### src/rtl/nrtd_pkg.sv
`timescale 1ns / 1ps
// ----------------------------------------------------------------------------
// nrtd_pkg: shared types and constants for the RMC time/date parser
// Transaction payloads, the snapshot handed from the field tracker to the
// result stage, and the character codes of the sentence grammar.
// ----------------------------------------------------------------------------
package nrtd_pkg;

  // Field counter saturation point (commas beyond this are ignored).
  localparam logic [3:0] MAX_FIELDS   = 4'd11;
  localparam logic [3:0] BEFORE_FIRST = 4'd15;
  localparam logic [3:0] TIME_FIELD   = 4'd0;
  localparam logic [3:0] STATUS_FIELD = 4'd1;
  localparam logic [3:0] DATE_FIELD   = 4'd8;

  localparam logic [2:0] HDR_LEN     = 3'd5;
  localparam logic [2:0] DIGITS_KEPT = 3'd6;
  localparam logic [2:0] CHAR_LIMIT  = 3'd7;

  localparam logic [7:0] CHAR_COMMA = 8'h2C;
  localparam logic [7:0] CHAR_A     = 8'h41;
  localparam logic [7:0] CHAR_ZERO  = 8'h30;

  typedef struct packed {
    logic [7:0] char_in;
    logic       last_char;
  } nrtd_in_t;

  typedef struct packed {
    logic       is_rmc;
    logic [7:0] hours;
    logic [7:0] minutes;
    logic [7:0] seconds;
    logic [7:0] day_of_month;
    logic [7:0] month_num;
    logic [7:0] year_two_digit;
    logic       fix_active;
  } nrtd_out_t;

  // Six captured digits, digit k in element k.
  typedef logic [5:0][3:0] nrtd_nibbles_t;

  // Sentence state after the current character, as seen by the result stage.
  typedef struct packed {
    logic          hdr_match;
    nrtd_nibbles_t time_nib;
    nrtd_nibbles_t date_nib;
    logic          fix;
  } nrtd_snap_t;

  // Expected header text, one character per position.
  function automatic logic [7:0] hdr_char(input logic [2:0] idx);
    logic [7:0] ch;
    begin
      unique case (idx)
        3'd0:    ch = 8'h47; // G
        3'd1:    ch = 8'h50; // P
        3'd2:    ch = 8'h52; // R
        3'd3:    ch = 8'h4D; // M
        3'd4:    ch = 8'h43; // C
        default: ch = 8'h00;
      endcase
      return ch;
    end
  endfunction

endpackage

### src/rtl/nrtd_field_track.sv
`timescale 1ns / 1ps
// ----------------------------------------------------------------------------
// nrtd_field_track: per-character sentence state
// Checks the header, counts fields and captures the time, date and status
// characters. Returns to the idle state after the last character.
// ----------------------------------------------------------------------------
module nrtd_field_track
  import nrtd_pkg::*;
(
  input  logic       clk_i,
  input  logic       rst_ni,
  input  logic       step_i,
  input  nrtd_in_t   item_i,
  output nrtd_snap_t snap_o
);

  logic [2:0]    hdr_cnt_q, hdr_cnt_d;
  logic          hdr_ok_q, hdr_ok_d;
  logic [3:0]    field_q, field_d;
  logic [2:0]    char_pos_q, char_pos_d;
  nrtd_nibbles_t time_q, time_d;
  nrtd_nibbles_t date_q, date_d;
  logic          fix_q, fix_d;
  logic [7:0]    diff;
  logic [3:0]    digit;

  assign diff  = item_i.char_in - CHAR_ZERO;
  assign digit = diff[3:0];

  always_comb begin
    hdr_cnt_d  = hdr_cnt_q;
    hdr_ok_d   = hdr_ok_q;
    field_d    = field_q;
    char_pos_d = char_pos_q;
    time_d     = time_q;
    date_d     = date_q;
    fix_d      = fix_q;

    if (hdr_cnt_q < HDR_LEN) begin
      if (item_i.char_in != hdr_char(hdr_cnt_q)) begin
        hdr_ok_d = 1'b0;
      end
      hdr_cnt_d = hdr_cnt_q + 3'd1;
    end

    if (item_i.char_in == CHAR_COMMA) begin
      if (field_q == BEFORE_FIRST) begin
        field_d = TIME_FIELD;
      end else if (field_q < MAX_FIELDS) begin
        field_d = field_q + 4'd1;
      end
      char_pos_d = 3'd0;
    end else begin
      if (char_pos_q < DIGITS_KEPT) begin
        if (field_q == TIME_FIELD) begin
          time_d[char_pos_q] = digit;
        end else if (field_q == DATE_FIELD) begin
          date_d[char_pos_q] = digit;
        end
      end
      if (field_q == STATUS_FIELD && char_pos_q == 3'd0) begin
        fix_d = (item_i.char_in == CHAR_A);
      end
      if (char_pos_q < CHAR_LIMIT) begin
        char_pos_d = char_pos_q + 3'd1;
      end
    end
  end

  assign snap_o.hdr_match = (hdr_cnt_d >= HDR_LEN) && hdr_ok_d;
  assign snap_o.time_nib  = time_d;
  assign snap_o.date_nib  = date_d;
  assign snap_o.fix       = fix_d;

  // Drop back to the idle state once the sentence is complete.
  always_ff @(posedge clk_i or negedge rst_ni) begin
    if (!rst_ni) begin
      hdr_cnt_q  <= 3'd0;
      hdr_ok_q   <= 1'b1;
      field_q    <= BEFORE_FIRST;
      char_pos_q <= 3'd0;
      time_q     <= '0;
      date_q     <= '0;
      fix_q      <= 1'b0;
    end else if (step_i) begin
      if (item_i.last_char) begin
        hdr_cnt_q  <= 3'd0;
        hdr_ok_q   <= 1'b1;
        field_q    <= BEFORE_FIRST;
        char_pos_q <= 3'd0;
        time_q     <= '0;
        date_q     <= '0;
        fix_q      <= 1'b0;
      end else begin
        hdr_cnt_q  <= hdr_cnt_d;
        hdr_ok_q   <= hdr_ok_d;
        field_q    <= field_d;
        char_pos_q <= char_pos_d;
        time_q     <= time_d;
        date_q     <= date_d;
        fix_q      <= fix_d;
      end
    end
  end

endmodule

### src/rtl/nrtd_result.sv
`timescale 1ns / 1ps
// ----------------------------------------------------------------------------
// nrtd_result: result register
// Turns captured digit pairs into values and holds the result transaction
// until the receiver takes it.
// ----------------------------------------------------------------------------
module nrtd_result
  import nrtd_pkg::*;
(
  input  logic       clk_i,
  input  logic       rst_ni,
  input  logic       load_i,
  input  nrtd_snap_t snap_i,
  input  logic       out_stall_i,
  output logic       out_valid_o,
  output nrtd_out_t  out_data_o
);

  // 10 * hi + lo, at most 165.
  function automatic logic [7:0] pair_value(input logic [3:0] hi, input logic [3:0] lo);
    logic [7:0] x8;
    logic [7:0] x2;
    begin
      x8 = {1'b0, hi, 3'b000};
      x2 = {3'b000, hi, 1'b0};
      return x8 + x2 + {4'b0000, lo};
    end
  endfunction

  logic      valid_q;
  nrtd_out_t data_q, data_d;

  always_comb begin
    data_d = '0;
    if (snap_i.hdr_match) begin
      data_d.is_rmc         = 1'b1;
      data_d.hours          = pair_value(snap_i.time_nib[0], snap_i.time_nib[1]);
      data_d.minutes        = pair_value(snap_i.time_nib[2], snap_i.time_nib[3]);
      data_d.seconds        = pair_value(snap_i.time_nib[4], snap_i.time_nib[5]);
      data_d.day_of_month   = pair_value(snap_i.date_nib[0], snap_i.date_nib[1]);
      data_d.month_num      = pair_value(snap_i.date_nib[2], snap_i.date_nib[3]);
      data_d.year_two_digit = pair_value(snap_i.date_nib[4], snap_i.date_nib[5]);
      data_d.fix_active     = snap_i.fix;
    end
  end

  always_ff @(posedge clk_i or negedge rst_ni) begin
    if (!rst_ni) begin
      valid_q <= 1'b0;
    end else if (load_i) begin
      valid_q <= 1'b1;
    end else if (!out_stall_i) begin
      valid_q <= 1'b0;
    end
  end

  always_ff @(posedge clk_i) begin
    if (load_i) begin
      data_q <= data_d;
    end
  end

  assign out_valid_o = valid_q;
  assign out_data_o  = data_q;

endmodule

### src/rtl/nmea_rmc_time_date_parser_core.sv
`timescale 1ns / 1ps
// ----------------------------------------------------------------------------
// nmea_rmc_time_date_parser_core: RMC sentence time/date parser
// Takes one sentence character per transaction and returns one result
// transaction (header match, time, date, fix) on the last character.
// ----------------------------------------------------------------------------
//
//   channel | direction | payload     | transaction
//   --------+-----------+-------------+-------------------------------------
//   in      | sink      | nrtd_in_t   | one character, last one flagged
//   out     | source    | nrtd_out_t  | one result per sentence
//
// Cycles: one character per cycle sustained when the input is not stalled;
// a last character is held in the input register, and the result register
// loads from it, through the parse logic, when that character advances;
// the result can then be taken from the result register.
// Reset: rst_ni clears the sentence state; no clearing pass is needed.
// Stalls: only a last character waits on a full, stalled result register;
// other characters keep flowing while a result waits to be taken.
// ----------------------------------------------------------------------------
module nmea_rmc_time_date_parser_core
  import nrtd_pkg::*;
(
  input  logic      clk_i,
  input  logic      rst_ni,
  input  logic      in_valid_i,
  output logic      in_stall_o,
  input  nrtd_in_t  in_data_i,
  output logic      out_valid_o,
  input  logic      out_stall_i,
  output nrtd_out_t out_data_o
);

  logic       in_valid_q;
  nrtd_in_t   in_q;
  logic       accept;
  logic       advance;
  logic       load;
  nrtd_snap_t snap;

  // Advance the held character unless it would produce a result that
  // cannot be written because the result register is full and stalled.
  assign advance = in_valid_q &&
                   (!in_q.last_char || !out_valid_o || !out_stall_i);
  assign load    = advance && in_q.last_char;

  // Stall the input only while the held character cannot advance.
  assign in_stall_o = in_valid_q && !advance;
  assign accept     = in_valid_i && !in_stall_o;

  always_ff @(posedge clk_i or negedge rst_ni) begin
    if (!rst_ni) begin
      in_valid_q <= 1'b0;
    end else if (accept) begin
      in_valid_q <= 1'b1;
    end else if (advance) begin
      in_valid_q <= 1'b0;
    end
  end

  // Hold the payload; load only on an accepted transaction.
  always_ff @(posedge clk_i) begin
    if (accept) begin
      in_q <= in_data_i;
    end
  end

  nrtd_field_track u_field_track (
    .clk_i  (clk_i),
    .rst_ni (rst_ni),
    .step_i (advance),
    .item_i (in_q),
    .snap_o (snap)
  );

  nrtd_result u_result (
    .clk_i       (clk_i),
    .rst_ni      (rst_ni),
    .load_i      (load),
    .snap_i      (snap),
    .out_stall_i (out_stall_i),
    .out_valid_o (out_valid_o),
    .out_data_o  (out_data_o)
  );

`ifndef SYNTH
  // Input stalls only behind a last character blocked by a stalled result.
  a_stall_cause: assert property (@(posedge clk_i) disable iff (!rst_ni)
    in_stall_o |-> (in_valid_q && in_q.last_char && out_valid_o && out_stall_i))
    else $error("input stalled without a blocked result");

  // A new result appears only after a last character was parsed.
  a_result_source: assert property (@(posedge clk_i) disable iff (!rst_ni)
    $rose(out_valid_o) |-> $past(load))
    else $error("result raised without a last character");

  // A sentence that is not RMC reports all zeros.
  a_non_rmc_zero: assert property (@(posedge clk_i) disable iff (!rst_ni)
    (out_valid_o && !out_data_o.is_rmc) |->
      (out_data_o.hours == 8'd0 && out_data_o.minutes == 8'd0 &&
       out_data_o.seconds == 8'd0 && out_data_o.day_of_month == 8'd0 &&
       out_data_o.month_num == 8'd0 && out_data_o.year_two_digit == 8'd0 &&
       !out_data_o.fix_active))
    else $error("non-RMC result carries data");
`endif

endmodule

### config.mk
export PLATFORM = sky130hd
export DESIGN_NAME = nmea_rmc_time_date_parser_core
export DESIGN_NICKNAME = d
export VERILOG_FILES = /design/src/rtl/nrtd_pkg.sv /design/src/rtl/nrtd_field_track.sv /design/src/rtl/nrtd_result.sv /design/src/rtl/nmea_rmc_time_date_parser_core.sv
export SDC_FILE = /design/constraint.sdc
export NUM_CORES = 1
export LEC_CHECK = 0
export ABC_AREA = 1
export BUFFER_PORTS_ARGS = -buffer_cell sky130_fd_sc_hd__buf_2
export CAP_MARGIN = 25
export CORE_UTILIZATION = 30
export DETAILED_ROUTE_END_ITERATION = 6
export PLACE_DENSITY = 0.5
export SYNTH_ARGS = -nofsm -noshare
export SYNTH_HDL_FRONTEND = slang
export SYNTH_HIERARCHICAL = 1
export SYNTH_SLANG_ARGS = --single-unit
### constraint.sdc
create_clock -name clk_i -period 3.81 [get_ports clk_i]
set_clock_uncertainty 0.05 [all_clocks]
set_input_delay 0.381 -clock clk_i [delete_from_list [all_inputs] [get_ports clk_i]]
set_output_delay 0.381 -clock clk_i [all_outputs]
set_load 0.02 [all_outputs]
==> flow_summary.json <==
{
  "area_growth_pct": 17.0,
  "start_kind": "flip-flop",
  "die-area_mm2": 0.0259,
  "tritoncts": "yes",
  "remaining_drc_errors": 0,
  "vias": 5722,
  "clkTransAtPathRegs_ns": 0.06,
  "period_share": 0.894,
  "layout-drive-gt1-share": 0.179,
  "nFillCells": 2503,
  "yosysWarnings": 6,
  "reg2reg_setup_slack_ns": 0.41,
  "syn_inst": 888,
  "ir_drop_uv": 272,
  "min_to": "in_q[7]",
  "start_util": 0.309,
  "place_area_mm2": 0.00826,
  "synth-seq-area-share": 0.439,
  "synth_area_leaders": "edfxtp_1, dfrtp_1, nand2_1",
  "r2r_end": "u_result/out_data_o[39]",
  "htree_levels": 4,
  "rsz0062_at_grt": "no",
  "fin_tns_setup_ns": 0,
  "dp_hpwl_um": 11700,
  "min_path_type": "primary input to flip-flop",
  "hold_depth": 1,
  "finalHoldViolCount": 0,
  "cts_setup_buffers": 0,
  "synth_cell_types": 43,
  "place_congestion": 0.827,
  "status": "complete, no violations",
  "ios": 65,
  "via_per_inst": 4.42,
  "r2r_start": "in_q[2]",
  "fmax_ghz": 0.294,
  "synth_commonest_cells": "nand2_1, inv_1, nor2_1",
  "p_per_area_mw_per_mm2": 453,
  "async_flop_share": 0.512,
  "power_w": 0.00402,
  "cts_buffers": 17,
  "cp.arrival_ns": 3.53,
  "antenna_found_initial": 0,
  "ys_ff_latch": 121,
  "dieHeight_um": 161,
  "maxCapViolCount": 0,
  "synth_top_area_frac": 0.234,
  "final_cell_area_mm2": 0.00887,
  "setup_viol": 0,
  "synth_nets": 965,
  "cts.path.max_buffers": 2,
  "worstSetupPathType": "flip-flop to flip-flop",
  "final_nets": 1034,
  "insertedDiodeCount": 0,
  "clock_latency_ns": 0.42,
  "wirelength_um": 16500,
  "yosysTopAreaCell": "edfxtp_1",
  "min_from": "in_data_i[7]",
  "slew_violations": 0,
  "port_buffers": 64,
  "grt_pass1_vias": 5604,
  "cp_max_fo": 18,
  "power_leakage_nw": 4.42,
  "worst_setup_path_end_kind": "flip-flop",
  "track_usage": 0.138,
  "rr_worst_depth": 14,
  "avgSynthCellArea_um2": 8.54,
  "max-slew-margin-rel": 0.534,
  "grt_start_max_net_pins": 38,
  "drt-pass1-iter-count": 4,
  "worstPathRequired_ns": 3.94,
  "synth-edff-count": 59,
  "clock-root-buffer": "clkbuf_16",
  "drt_iter0_drc": 320,
  "die_x_um": 161,
  "rows": 57,
  "grt_first_pass_wirelength_um": 28000,
  "cts.sinks": 121,
  "final_antenna_net_count": 0,
  "synth_area_mm2": 0.00758,
  "worst_pin_slew_ns": 0.696,
  "synth_most_common_cell": "nand2_1",
  "overflow": 0,
  "post-route-min-period_ns": 3.40,
  "core_mm2": 0.0245,
  "route.detailed.wl_per_inst_um": 12.7,
  "synthFlopType": "edfxtp_1"
}
per-stage QoR:
step / setup WS (ns) / util / hold WS [ns] / cells
2_1_floorplan: 0.501 / - / 0.0354 / 888
5_1_grt: 0.111 / 0.362 / 0.0539 / 1294
3_3_place_gp: 0.452 / 0.336 / 0.412 / 1259
6_report: 0.405 / 0.362 / 0.0782 / 1294
4_1_cts: 0.396 / 0.361 / 0.0515 / 1292
3_5_place_dp: 0.427 / 0.337 / 0.415 / 1260
per-layer routing:
metal,share of wire,vias to the layer above,GRT usage
met4,0.013,0,0.0437
met2,0.45,83,0.222
met3,0.032,16,0.0313
met5,0,-,0
met1,0.50,2638,0.183
li1,-,2985,-
kinds of logic (layout without fill, tap and decap cells):
| family | Yosys count | after routing | share of synthesized area |
|---|---|---|---|
| XOR/XNOR | 1 | 1 | 0.00116 |
| adder cells (fa/ha/maj) | 64 | 64 | 0.117 |
| AND/OR/NAND/NOR | 399 | 399 | 0.231 |
| AO/OA/AOI/OAI | 126 | 126 | 0.111 |
| buffers and inverters | 177 | 259 | 0.100 |
| flip-flops | 121 | 121 | 0.439 |
critical path, cell delays in order (launching register included):
cell and delay (ns):
edfxtp_1 0.45, inv_4 0.21, nand4_4 0.13, nor2_4 0.17
inv_4 0.12, nand3b_1 0.33, o21a_1 0.19, inv_1 0.06
fa_1 0.54, inv_1 0.07, fa_1 0.44, nand2_1 0.10
nand3_1 0.10, a21oi_1 0.15, nor2_1 0.06
repair_timing:
item                                   in CTS  in global routing
setup endpoints to repair                   0                  0
resized for setup                           0                  0
endpoints found under the hold margin       0                 32
hold buffers                                0                  1
placed cells by master, fill, tap and decap left out, types with 8 or more instances in the layout:
cell and instances:
nor2_1 60, o21a_1 16, o21ai_0 40, o21ai_2 18, buf_4 12, ha_1 52
fa_1 12, clkbuf_16 18, o22ai_2 8, buf_2 64, a21oi_1 18, nand3_1 40
o21ai_1 11, nand2_1 257, dfrtp_1 57, edfxtp_1 59, nand4_1 9, inv_1 141
how the worst max path moves through the flow:
stage	from	end	slack (ns)	cells past startpoint
3_5_place_dp	in_q[2]	u_result/out_data_o[39]	0.43	14
3_3_place_gp	in_q[2]	u_result/out_data_o[23]	0.45	16
6_report	in_q[2]	u_result/out_data_o[39]	0.41	14
4_1_cts	in_q[2]	u_result/out_data_o[39]	0.40	14
5_1_grt	u_field_track/field_q[0]	u_result/out_data_o[39]	0.11	15
2_1_floorplan	in_q[0]	u_result/out_data_o[0]	0.50	3
final cells by class:
type | instances | area (um^2) | area share
Sequential cell | 121 | 3330 | 0.375
Clock buffer | 19 | 464 | 0.0523
Timing Repair Buffer | 80 | 488 | 0.0550
Inverter | 147 | 561 | 0.0632
Clock inverter | 13 | 119 | 0.0134
Multi-Input combinational cell | 590 | 3510 | 0.395
Tap cell | 324 | 405 | 0.0457
registers in the layout (all words and copies together), names as in the netlist:
signal and flops:
u_field_track/date_q 24, u_field_track/hdr_ok_q 1, u_field_track/char_pos_q 3, in_q 9, u_field_track/hdr_cnt_q 3, u_field_track/field_q 4
u_field_track/fix_q 1, in_valid_q 1, u_result/out_valid_o 1, u_result/out_data_o 50, u_field_track/time_q 24
power by group:
| part | total, W | switching [W] | internal [W] | leakage [nW] |
|---|---|---|---|---|
| Clock | 0.00158 | 0.000628 | 0.000956 | 0.289 |
| Sequential | 0.00156 | 0.0000762 | 0.00149 | 1.41 |
| Combinational | 0.000871 | 0.000570 | 0.000301 | 2.72 |
No activity file was read; power rests on OpenSTA's default activity.
